## src/sv/wcs_pkg.sv

```systemverilog
// ----------------------------------------------------------------------------
// wcs_pkg: shared types and constants of the wash cycle sequencer
// Phase codes, phase kinds, actuator bit positions, register indexes and the
// structs passed between the top level and the step logic.
// ----------------------------------------------------------------------------
`default_nettype none

package wcs_pkg;

  // phase codes
  typedef logic [3:0] phase_t;
  localparam phase_t PH_IDLE        = 4'd0;
  localparam phase_t PH_DRAIN_PRE   = 4'd1;
  localparam phase_t PH_FILL_PRE    = 4'd2;
  localparam phase_t PH_PREWASH     = 4'd3;
  localparam phase_t PH_DRAIN_WASH  = 4'd4;
  localparam phase_t PH_FILL_WASH   = 4'd5;
  localparam phase_t PH_WASH        = 4'd6;
  localparam phase_t PH_DRAIN_R1    = 4'd7;
  localparam phase_t PH_FILL_R1     = 4'd8;
  localparam phase_t PH_RINSE1      = 4'd9;
  localparam phase_t PH_DRAIN_R2    = 4'd10;
  localparam phase_t PH_FILL_R2     = 4'd11;
  localparam phase_t PH_RINSE2      = 4'd12;
  localparam phase_t PH_FINAL_DRAIN = 4'd13;
  localparam phase_t PH_COMPLETE    = 4'd14;
  localparam phase_t PH_ERROR       = 4'd15;

  // kind of a sequence phase
  typedef enum logic [1:0] {
    KIND_DRAIN,
    KIND_FILL,
    KIND_AGITATE,
    KIND_OTHER
  } kind_t;

  // actuator bit positions
  localparam int unsigned ACT_PUMP   = 0;
  localparam int unsigned ACT_MOTOR  = 1;
  localparam int unsigned ACT_VALVE  = 2;
  localparam int unsigned ACT_POWDER = 3;

  // widths
  localparam int unsigned LIMIT_W = 24;
  localparam int unsigned CNT_W   = 16;
  localparam int unsigned CFG_W   = 24;
  localparam int unsigned CFG_IDX_W = 3;

  // configuration register indexes
  typedef logic [CFG_IDX_W-1:0] cfg_idx_t;
  localparam cfg_idx_t REG_DRAIN_TIME     = 3'd0;
  localparam cfg_idx_t REG_FILL_TIMEOUT   = 3'd1;
  localparam cfg_idx_t REG_PREWASH_TIME   = 3'd2;
  localparam cfg_idx_t REG_WASH_TIME      = 3'd3;
  localparam cfg_idx_t REG_RINSE_ONE_TIME = 3'd4;
  localparam cfg_idx_t REG_RINSE_TWO_TIME = 3'd5;
  localparam cfg_idx_t REG_FILL_THRESHOLD = 3'd6;
  localparam cfg_idx_t REG_POWDER_TIME    = 3'd7;

  // complete phase hold time, ms
  localparam logic [LIMIT_W-1:0] COMPLETE_WAIT = 24'd5000;

  // configuration register file contents
  typedef struct packed {
    logic [LIMIT_W-1:0] drain_time;
    logic [LIMIT_W-1:0] fill_timeout;
    logic [LIMIT_W-1:0] prewash_time;
    logic [LIMIT_W-1:0] wash_time;
    logic [LIMIT_W-1:0] rinse_one_time;
    logic [LIMIT_W-1:0] rinse_two_time;
    logic [CNT_W-1:0]   fill_pulse_threshold;
    logic [CNT_W-1:0]   powder_time;
  } cfg_t;

  // one tick
  typedef struct packed {
    logic       paused;
    logic [3:0] reed_pulses;
    logic       load_phase;
    phase_t     new_phase;
  } tick_t;

  // one result
  typedef struct packed {
    logic [3:0] act;
    phase_t     phase;
    logic       phase_advanced;
  } result_t;

  // sequencer state apart from the phase timer
  typedef struct packed {
    phase_t             code;
    logic               entered;
    logic [LIMIT_W-1:0] limit;
    logic               powder_active;
    logic [CNT_W-1:0]   powder_elapsed;
    logic [CNT_W-1:0]   pulse_count;
    logic [3:0]         act;
  } seq_state_t;

  // drain, fill or agitate for codes 1 to 13
  function automatic kind_t kind_of(input phase_t p);
    kind_t k;
    unique case (p)
      PH_DRAIN_PRE, PH_DRAIN_WASH, PH_DRAIN_R1, PH_DRAIN_R2,
      PH_FINAL_DRAIN:                                   k = KIND_DRAIN;
      PH_FILL_PRE, PH_FILL_WASH, PH_FILL_R1, PH_FILL_R2: k = KIND_FILL;
      PH_PREWASH, PH_WASH, PH_RINSE1, PH_RINSE2:        k = KIND_AGITATE;
      default:                                          k = KIND_OTHER;
    endcase
    return k;
  endfunction

endpackage

`default_nettype wire

```

## src/sv/wcs_if.sv

```systemverilog
// ----------------------------------------------------------------------------
// wcs_if: tick and result channels of the wash cycle sequencer
// Valid/ready channels; a transfer happens when valid and ready are both high.
// ----------------------------------------------------------------------------
`default_nettype none

interface wcs_tick_if;
  logic             valid;
  logic             ready;
  logic             paused;
  logic [3:0]       reed_pulses;
  logic             load_phase;
  wcs_pkg::phase_t  new_phase;

  modport source (output valid, paused, reed_pulses, load_phase, new_phase,
                  input ready);
  modport sink   (input valid, paused, reed_pulses, load_phase, new_phase,
                  output ready);
endinterface

interface wcs_result_if;
  logic             valid;
  logic             ready;
  logic             pump_on;
  logic             motor_on;
  logic             valve_on;
  logic             powder_on;
  wcs_pkg::phase_t  phase;
  logic             phase_advanced;

  modport source (output valid, pump_on, motor_on, valve_on, powder_on, phase,
                  phase_advanced, input ready);
  modport sink   (input valid, pump_on, motor_on, valve_on, powder_on, phase,
                  phase_advanced, output ready);
endinterface

`default_nettype wire

```

## src/sv/wcs_step.sv

```systemverilog
// ----------------------------------------------------------------------------
// wcs_step: next-state logic for one millisecond tick
// Advances the timers and pulse count, applies a phase load, then runs the
// powder timeout and the phase logic when the tick is not paused.
// ----------------------------------------------------------------------------
`default_nettype none

module wcs_step #(
  parameter int unsigned TIME_BITS = 24
) (
  input  wcs_pkg::seq_state_t  state,
  input  logic [TIME_BITS-1:0] elapsed,
  input  wcs_pkg::tick_t       tick,
  input  wcs_pkg::cfg_t        cfg,
  output wcs_pkg::seq_state_t  state_next,
  output logic [TIME_BITS-1:0] elapsed_next,
  output wcs_pkg::result_t     res
);

  // compare width covers both the timer and the 24-bit limit
  localparam int unsigned CMP_W =
    (TIME_BITS > wcs_pkg::LIMIT_W) ? TIME_BITS : wcs_pkg::LIMIT_W;

  wcs_pkg::seq_state_t        st;
  logic [TIME_BITS-1:0]       el;
  logic [wcs_pkg::CNT_W:0]    pulse_sum;
  logic                       adv;
  logic                       done;
  wcs_pkg::kind_t             kind;
  logic [wcs_pkg::LIMIT_W-1:0] seq_limit;
  wcs_pkg::phase_t            code_ld;

  // phase code after an external load
  assign code_ld = tick.load_phase ? tick.new_phase : state.code;

  // limit of the current sequence phase
  always_comb begin
    unique case (code_ld)
      wcs_pkg::PH_FILL_PRE, wcs_pkg::PH_FILL_WASH,
      wcs_pkg::PH_FILL_R1, wcs_pkg::PH_FILL_R2: seq_limit = cfg.fill_timeout;
      wcs_pkg::PH_PREWASH:                      seq_limit = cfg.prewash_time;
      wcs_pkg::PH_WASH:                         seq_limit = cfg.wash_time;
      wcs_pkg::PH_RINSE1:                       seq_limit = cfg.rinse_one_time;
      wcs_pkg::PH_RINSE2:                       seq_limit = cfg.rinse_two_time;
      default:                                  seq_limit = cfg.drain_time;
    endcase
  end

  assign kind = wcs_pkg::kind_of(code_ld);

  always_comb begin
    st   = state;
    el   = elapsed;
    adv  = 1'b0;
    done = 1'b0;

    // time passes, paused or not; all counters saturate
    if (el != '1) el = el + 1'b1;
    if (st.powder_elapsed != '1) st.powder_elapsed = st.powder_elapsed + 1'b1;
    pulse_sum = {1'b0, st.pulse_count} + {{(wcs_pkg::CNT_W - 3){1'b0}}, tick.reed_pulses};
    st.pulse_count = pulse_sum[wcs_pkg::CNT_W] ? '1 : pulse_sum[wcs_pkg::CNT_W-1:0];

    // external phase load, entry flag kept
    if (tick.load_phase) st.code = tick.new_phase;

    if (!tick.paused) begin
      // powder valve timeout
      if (st.powder_active && (st.powder_elapsed >= cfg.powder_time)) begin
        st.act[wcs_pkg::ACT_POWDER] = 1'b0;
        st.powder_active = 1'b0;
      end

      priority if (st.code == wcs_pkg::PH_IDLE || st.code == wcs_pkg::PH_ERROR) begin
        if (st.entered) begin
          st.act = '0;
          st.powder_active = 1'b0;
          st.entered = 1'b0;
        end
      end else if (st.code == wcs_pkg::PH_COMPLETE) begin
        if (!st.entered) begin
          st.act = '0;
          st.powder_active = 1'b0;
          el = '0;
          st.limit = wcs_pkg::COMPLETE_WAIT;
          st.entered = 1'b1;
        end
        if (CMP_W'(el) >= CMP_W'(st.limit)) begin
          st.code = wcs_pkg::PH_IDLE;
          st.entered = 1'b0;
          adv = 1'b1;
        end
      end else begin
        // sequence phase entry
        if (!st.entered) begin
          el = '0;
          st.limit = seq_limit;
          unique case (kind)
            wcs_pkg::KIND_FILL: begin
              st.pulse_count = '0;
              st.act = '0;
              st.act[wcs_pkg::ACT_VALVE] = 1'b1;
              if (st.code == wcs_pkg::PH_FILL_WASH) begin
                st.act[wcs_pkg::ACT_POWDER] = 1'b1;
                st.powder_active = 1'b1;
                st.powder_elapsed = '0;
              end else begin
                st.powder_active = 1'b0;
              end
            end
            wcs_pkg::KIND_AGITATE: begin
              st.act = '0;
              st.act[wcs_pkg::ACT_MOTOR] = 1'b1;
            end
            default: begin
              st.act = '0;
              st.act[wcs_pkg::ACT_PUMP] = 1'b1;
            end
          endcase
          st.entered = 1'b1;
        end
        // timeout, or pulse threshold on a fill
        done = (CMP_W'(el) >= CMP_W'(st.limit)) ||
               ((kind == wcs_pkg::KIND_FILL) &&
                (st.pulse_count >= cfg.fill_pulse_threshold));
        if (done) begin
          st.act = '0;
          st.powder_active = 1'b0;
          st.code = st.code + 1'b1;
          st.entered = 1'b0;
          adv = 1'b1;
        end
      end
    end
  end

  assign state_next         = st;
  assign elapsed_next       = el;
  assign res.act            = st.act;
  assign res.phase          = st.code;
  assign res.phase_advanced = adv;

endmodule

`default_nettype wire

```

## src/sv/wash_cycle_sequencer_unit.sv

```systemverilog
// ----------------------------------------------------------------------------
// wash_cycle_sequencer_unit: 13-phase washing machine cycle sequencer
//
//   channel  dir  handshake      contents
//   tick     in   valid/ready    paused, reed_pulses, load_phase, new_phase
//   result   out  valid/ready    pump/motor/valve/powder drives, phase, advanced
//   cfg      in   cfg_we only    cfg_index, cfg_data (8 configuration registers)
//
// One tick per clock while the result is not stalled: tick register, one pass of
// step logic, result register; result valid is set as the result register loads.
// A stalled result holds the pipeline; the tick register still drains into
// the result register whenever that register is empty or being taken.
// Synchronous reset clears the sequencer to idle and loads the default timing.
// ----------------------------------------------------------------------------
`default_nettype none

module wash_cycle_sequencer_unit #(
  parameter int unsigned TIME_BITS = 24
) (
  input  wire logic                         clk,
  input  wire logic                         rst,
  wcs_tick_if.sink                          tick,
  wcs_result_if.source                      result,
  input  wire logic                         cfg_we,
  input  wire logic [wcs_pkg::CFG_IDX_W-1:0] cfg_index,
  input  wire logic [wcs_pkg::CFG_W-1:0]    cfg_data
);

  wcs_pkg::cfg_t        cfg;
  wcs_pkg::tick_t       tick_q;
  logic                 tick_vld;
  wcs_pkg::result_t     res_q;
  logic                 res_vld;
  wcs_pkg::seq_state_t  state;
  logic [TIME_BITS-1:0] elapsed;
  wcs_pkg::seq_state_t  state_next;
  logic [TIME_BITS-1:0] elapsed_next;
  wcs_pkg::result_t     res_next;
  logic                 advance;

  // tick register moves into the result register
  assign advance    = tick_vld && (!res_vld || result.ready);
  assign tick.ready = !tick_vld || advance;

  wcs_step #(
    .TIME_BITS (TIME_BITS)
  ) u_step (
    .state        (state),
    .elapsed      (elapsed),
    .tick         (tick_q),
    .cfg          (cfg),
    .state_next   (state_next),
    .elapsed_next (elapsed_next),
    .res          (res_next)
  );

  // control, sequencer state and configuration
  always_ff @(posedge clk) begin
    if (rst) begin
      tick_vld                 <= 1'b0;
      res_vld                  <= 1'b0;
      state                    <= '0;
      elapsed                  <= '0;
      cfg.drain_time           <= 24'd60000;
      cfg.fill_timeout         <= 24'd120000;
      cfg.prewash_time         <= 24'd300000;
      cfg.wash_time            <= 24'd1200000;
      cfg.rinse_one_time       <= 24'd300000;
      cfg.rinse_two_time       <= 24'd300000;
      cfg.fill_pulse_threshold <= 16'd100;
      cfg.powder_time          <= 16'd1000;
    end else begin
      if (tick.ready) tick_vld <= tick.valid;
      if (advance) begin
        state   <= state_next;
        elapsed <= elapsed_next;
        res_vld <= 1'b1;
      end else if (result.ready) begin
        res_vld <= 1'b0;
      end
      // register write
      if (cfg_we) begin
        unique case (cfg_index)
          wcs_pkg::REG_DRAIN_TIME:     cfg.drain_time     <= cfg_data;
          wcs_pkg::REG_FILL_TIMEOUT:   cfg.fill_timeout   <= cfg_data;
          wcs_pkg::REG_PREWASH_TIME:   cfg.prewash_time   <= cfg_data;
          wcs_pkg::REG_WASH_TIME:      cfg.wash_time      <= cfg_data;
          wcs_pkg::REG_RINSE_ONE_TIME: cfg.rinse_one_time <= cfg_data;
          wcs_pkg::REG_RINSE_TWO_TIME: cfg.rinse_two_time <= cfg_data;
          wcs_pkg::REG_FILL_THRESHOLD:
            cfg.fill_pulse_threshold <= cfg_data[wcs_pkg::CNT_W-1:0];
          wcs_pkg::REG_POWDER_TIME:
            cfg.powder_time <= cfg_data[wcs_pkg::CNT_W-1:0];
        endcase
      end
    end
  end

  // payload registers
  always_ff @(posedge clk) begin
    if (tick.valid && tick.ready) begin
      tick_q.paused      <= tick.paused;
      tick_q.reed_pulses <= tick.reed_pulses;
      tick_q.load_phase  <= tick.load_phase;
      tick_q.new_phase   <= tick.new_phase;
    end
    if (advance) res_q <= res_next;
  end

  // result channel
  assign result.valid          = res_vld;
  assign result.pump_on        = res_q.act[wcs_pkg::ACT_PUMP];
  assign result.motor_on       = res_q.act[wcs_pkg::ACT_MOTOR];
  assign result.valve_on       = res_q.act[wcs_pkg::ACT_VALVE];
  assign result.powder_on      = res_q.act[wcs_pkg::ACT_POWDER];
  assign result.phase          = res_q.phase;
  assign result.phase_advanced = res_q.phase_advanced;

endmodule

`default_nettype wire
```

## src/flat_wrapper.sv

```systemverilog
// flat-port wrapper written by rule: the top's interface ports become plain ports
module wash_cycle_sequencer_unit_flat 
#(
  parameter int unsigned TIME_BITS = 24
)
  (clk, rst, cfg_we, cfg_index, cfg_data, tick_valid, tick_paused, tick_reed_pulses, tick_load_phase, tick_new_phase, tick_ready, result_valid, result_pump_on, result_motor_on, result_valve_on, result_powder_on, result_phase, result_phase_advanced, result_ready);
  wcs_tick_if tick_i ();
  wcs_result_if result_i ();
  input  wire logic clk;
  input  wire logic rst;
  input  wire logic cfg_we;
  input  wire logic [wcs_pkg::CFG_IDX_W-1:0] cfg_index;
  input  wire logic [wcs_pkg::CFG_W-1:0] cfg_data;
  input wire logic [$bits(tick_i.valid)-1:0] tick_valid;
  input wire logic [$bits(tick_i.paused)-1:0] tick_paused;
  input wire logic [$bits(tick_i.reed_pulses)-1:0] tick_reed_pulses;
  input wire logic [$bits(tick_i.load_phase)-1:0] tick_load_phase;
  input wire logic [$bits(tick_i.new_phase)-1:0] tick_new_phase;
  output wire logic [$bits(tick_i.ready)-1:0] tick_ready;
  output wire logic [$bits(result_i.valid)-1:0] result_valid;
  output wire logic [$bits(result_i.pump_on)-1:0] result_pump_on;
  output wire logic [$bits(result_i.motor_on)-1:0] result_motor_on;
  output wire logic [$bits(result_i.valve_on)-1:0] result_valve_on;
  output wire logic [$bits(result_i.powder_on)-1:0] result_powder_on;
  output wire logic [$bits(result_i.phase)-1:0] result_phase;
  output wire logic [$bits(result_i.phase_advanced)-1:0] result_phase_advanced;
  input wire logic [$bits(result_i.ready)-1:0] result_ready;
  assign tick_i.valid = tick_valid;
  assign tick_i.paused = tick_paused;
  assign tick_i.reed_pulses = tick_reed_pulses;
  assign tick_i.load_phase = tick_load_phase;
  assign tick_i.new_phase = tick_new_phase;
  assign tick_ready = tick_i.ready;
  assign result_valid = result_i.valid;
  assign result_pump_on = result_i.pump_on;
  assign result_motor_on = result_i.motor_on;
  assign result_valve_on = result_i.valve_on;
  assign result_powder_on = result_i.powder_on;
  assign result_phase = result_i.phase;
  assign result_phase_advanced = result_i.phase_advanced;
  assign result_i.ready = result_ready;
  wash_cycle_sequencer_unit #(.TIME_BITS(TIME_BITS)) u_core (.clk(clk), .rst(rst), .tick(tick_i), .result(result_i), .cfg_we(cfg_we), .cfg_index(cfg_index), .cfg_data(cfg_data));
endmodule
```

## config.mk

```make
export PLATFORM = sky130hd
export DESIGN_NAME = wash_cycle_sequencer_unit_flat
export DESIGN_NICKNAME = d
export VERILOG_FILES = /design/src/sv/wcs_pkg.sv /design/src/sv/wcs_if.sv /design/src/sv/wcs_step.sv /design/src/sv/wash_cycle_sequencer_unit.sv /design/src/flat_wrapper.sv
export SDC_FILE = /design/constraint.sdc
export NUM_CORES = 1
export LEC_CHECK = 0
export BUFFER_PORTS_ARGS = -buffer_cell sky130_fd_sc_hd__clkbuf_2
export CAP_MARGIN = 10
export CELL_PAD_IN_SITES_DETAIL_PLACEMENT = 2
export CELL_PAD_IN_SITES_GLOBAL_PLACEMENT = 2
export CORE_MARGIN = 3
export CORE_UTILIZATION = 39
export CTS_CLUSTER_SIZE = 40
export DETAILED_ROUTE_END_ITERATION = 10
export GPL_ROUTABILITY_DRIVEN = 0
export GPL_TIMING_DRIVEN = 0
export PLACE_DENSITY = 0.78
export SETUP_SLACK_MARGIN = 0.5
export SLEW_MARGIN = 15
export SYNTH_ARGS = -nofsm -noshare
export SYNTH_HDL_FRONTEND = slang
export SYNTH_HIERARCHICAL = 1
export SYNTH_SLANG_ARGS = --single-unit
```

## constraint.sdc

```tcl
create_clock -name clk -period 5.2 [get_ports clk]
set_input_delay 1.04 -clock clk [delete_from_list [all_inputs] [get_ports clk]]
set_output_delay 1.04 -clock clk [all_outputs]
set_load 0.005 [all_outputs]
```

==> impl_summary.txt <==
----------------------------------------------------
[Worst setup path]
  Largest fanout of any net on the critical path ... 6
  Endpoint of the most critical register-to-register path ... u_core/state[63]$_SDFFE_PP0P_
  Arrival time at the worst endpoint ... 5680 ps
  Category of the critical setup timing path ... flop to flop
  Worst Setup End Kind ... flop
  Worst Setup Start Kind ... flop
  Reg2Reg Setup Slack ... -70 ps
  Worst reg-to-reg path cell count ... 25
  WP data required ... between 5000 and 6000 ps
  Reg2reg start ... u_core/tick_q[4]$_DFFE_PP_

[Job]
  Max-capacitance violation count ... 0

[Power and ir drop]
  Net Sw Frac ... 0.286
  IR Drop Worst-Case VDD ... 248 uV
  Post-layout power ... 5.87 mW
  Clock network fraction of total power ... 0.454
  Power Internal ... 4.19 mW
  Sequential Power Share ... 0.395
  Leakage power ... 7.41 nW
  Pwr per Cell Area ... ~300 nW/um^2
  Switching power ... ~1.7 mW
  Power share of the combinational group ... 0.151

[Synth]
  Post-synth top cells ... 333 x nand2_1, 268 x dfxtp_1, 248 x a21oi_1
  Commonest register cell after synthesis ... dfxtp_1
  Post-synthesis register bit count ... 287
  YS warnings ... 6
  Fraction of the yosys area taken by sequential cells ... 0.360
  Number of enable-type register cells in the synthesized netlist ... 19
  Most area-consuming cells after synthesis ... dfxtp_1 33%, nand2_1 7.6%, a21oi_1 7.5%, ha_1 7.1%, nand2b_1 7.1%
  Area share of the leading cell type in the synthesized netlist ... 0.326
  Mapped Nets ... 2153
  Synthesized instance count ... 2017
  Cell variety after synth ... 72
  Asr flop ratio synth ... 0
  Most common cell in the synthesized netlist ... nand2_1
  Area leader, netlist ... dfxtp_1
  Cell Area, Synth ... 16500 sq um
  Mapped Avg Cell Area ... roughly 8.2 sq um

[Timing]
  Max_slew headroom ... 0.230
  Final critical-path setup slack ... -65.2 ps
  Setup repair after global routing missed its margin ... yes
  Time the worst path needs with I/O delays and setup ... roughly 5300 ps
  Tcrit/Tclk final ... 1.01
  Final setup vio count ... 6
  Post-Route Skew ... 17.3 ps
  Timing-limited maximum frequency ... about 190 MHz
  Tightest Pin Transition ... approximately 1200 ps
  Fin. Hold Viols ... 0
  Number of max-slew violations in the final report ... 0

[Clock tree]
  Max Buffers Root-to-Sink ... 3
  Clock Sinks ... 287
  Post-cts hold buffer count ... 0
  Clock buffer count from CTS ... 37
  Clock Latency Late Sink ... 570 ps
  Htree depth ... 2
  Clock transition at the register clock pins on the worst setup and hold paths after CTS ... 60 ps
  TritonCTS clock tree ... done
  Root Driver ... clkbuf_16

[Hold path]
  Number of cells traversed by the worst hold path ... 2
  Hold/Removal Path Class ... flop to flop
  Min-delay src ... u_core/cfg[58]$_SDFFE_PP0P_
  Hold worst-path end ... u_core/cfg[58]$_SDFFE_PP0P_

[Global routing]
  Global-route wire length before repair ... 103000 um
  Pin count of the biggest net entering global routing ... 19
  Number of global-route vias before repair ... between 15000 and 20000
  Antenna violations before repair ... 0
  Leftover overflow at the end of global routing ... 0
  Total routing resource utilization after global routing ... 0.298

[Floorplan]
  Die height ... 212 um
  Core area ... around 41000 sq um
  Number of placement rows ... 74
  Width of the die ... 212 um
  I/O pin total ... 53
  Initial Util ... 0.399
  DIE AREA ... 44800 sq um

[Layout]
  Storage element area ... slightly below 6000 sq um
  Nets ... 2291
  Layout fillers ... 4609
  Layout Area Growth over Synthesis ... 18.5%
  Ratio of cells with drive above 1 in the final layout ... 0.158
  Area taken by multi-input logic gates ... 9960 sq um
  Final Util ... 0.473

[Route]
  First DRT Iteration DRCs ... slightly below 1000
  Via-to-Cell Ratio ... 5.83
  Total length of routed wires ... 68800 um
  Final routed DRC violation total ... 0
  Number of nets with antenna violations after routing ... 0
  Via count ... 15800
  First-pass iteration count of the detailed router ... 5
  Routed length per placed instance ... 25.4 um

[Run status]
  Violated checks ... setup timing
  Result of the run ... finished with violations

[Placed design]
  Placement Setup Slack ... -1370 ps
  Number of buffers added on ports ... 45
  Total half-perimeter wirelength after legalization and detailed placement ... roughly 47000 um

----------------------------------------------------
[sequential cells by signal, summed over array words and instances, names as in the netlist]
name and flops:
u_core/result.valid 1, u_core/elapsed 24, u_core/result.valve_on 1, u_core/cfg 176, u_core/result.phase_advanced 1, u_core/tick_q 10
u_core/result.pump_on 1, u_core/state 66, u_core/tick_vld 1, u_core/result.phase 4, u_core/result.motor_on 1, u_core/result.powder_on 1
[power groups by stage]
stage	Clock [mW]	Sequential (mW)	Combinational [mW]
CTS	2.71	2.31	0.817
detailed placement	0	2.36	0.730
global placement	0	2.36	0.702
floorplan	0	2.35	0.468
global route	2.80	2.32	0.941
finish	2.66	2.32	0.888
[area by class of cell]
class                      count  area share
antenna                        1    0.000128
buffer                       153      0.0445
clock buffer                  51      0.0563
clock inverter                12     0.00711
inverter                      44     0.00858
multi-input combinational   1533       0.510
sequential                   287       0.304
tap                          532      0.0341
timing repair buffer          99      0.0352
[per-stage QoR]
step / hold slack (ps) / setup TNS [ps] / area [sq um] / std cells
after floorplan: 436 / 0 / 16500 / 2017
after CTS: 459 / 0 / 19300 / 2700
after global placement: 442 / -17220 / 17400 / 2594
after global routing: 478 / -1720 / 19500 / 2711
final: 458 / -304 / 19500 / 2712
after detailed placement: 451 / -20520 / 17400 / 2594
[cell usage in the layout (no fill, tap or decap), drive strengths merged, types with 7 or more instances in the layout]
cell type,instances
nor3,72
a22oi,51
a221o,9
dfxtp,268
edfxtp,19
a21o,8
a21oi,248
xor2,17
and4,8
nor2,145
nand2,333
buf,140
a22o,19
and3,15
ha,93
and2,10
xnor2,25
clkbuf,163
a221oi,15
o21ai,27
nand3,34
nand2b,186
nand4,17
nor2b,21
clkinv,7
inv,46
mux2i,101
[cells by family after synthesis]
logic type,Yosys count,synth area share
multiplexers,106,0.0654
buffers and inverters,197,0.0584
flip-flops,287,0.360
AND/OR/NAND/NOR,868,0.260
adder cells (fa/ha/maj),94,0.0718
XOR/XNOR,42,0.0223
AO/OA/AOI/OAI,423,0.162
[worst max-delay path by stage]
stage | startpoint | end | slack (ps) | cells past startpoint
finish | u_core/tick_q[4]$_DFFE_PP_ | u_core/state[63]$_SDFFE_PP0P_ | -70 | 25
global route | u_core/tick_q[4]$_DFFE_PP_ | u_core/state[2]$_SDFFE_PP0P_ | -250 | 25
CTS | u_core/tick_q[4]$_DFFE_PP_ | u_core/state[2]$_SDFFE_PP0P_ | 190 | 26
detailed placement | u_core/tick_q[4]$_DFFE_PP_ | u_core/state[62]$_SDFFE_PP0P_ | -1370 | 24
global placement | u_core/tick_q[4]$_DFFE_PP_ | u_core/state[62]$_SDFFE_PP0P_ | -1150 | 24
floorplan | u_core/tick_q[4]$_DFFE_PP_ | u_core/state[63]$_SDFFE_PP0P_ | 530 | 24
[layer usage]
layer,up-vias,part of all wire,track usage
li1,7266,-,-
met3,135,0.033,0.0342
met1,8067,0.45,0.384
met5,-,0,0
met4,0,0.036,0.105
met2,346,0.49,0.516
[critical path, stage by stage, from the launching register on]
cell	delay [ps]
edfxtp_1	340
buf_6	130
mux2i_4	330
inv_4	90
ha_4	190
and3_4	160
buf_8	130
or4_4	570
nor2_8	170
buf_4	140
buf_8	120
a221o_1	240
o21ai_0	130
ha_1	310
nand2_1	120
nor4_4	390
buf_4	170
nand2_1	90
a31oi_4	230
nor3_2	100
clkbuf_8	180
a211oi_4	360
o2bb2ai_2	100
buf_4	150
nand2b_1	80
mux2i_1	100
[what timing repair did]
action                                  4_1_cts  5_1_grt
gates cloned                                  2        0
pin swaps                                    27       22
resized for setup                            72       34
endpoints found under the setup margin       19       19
setup buffers                                41       11
(Power assumes the default switching activity.)
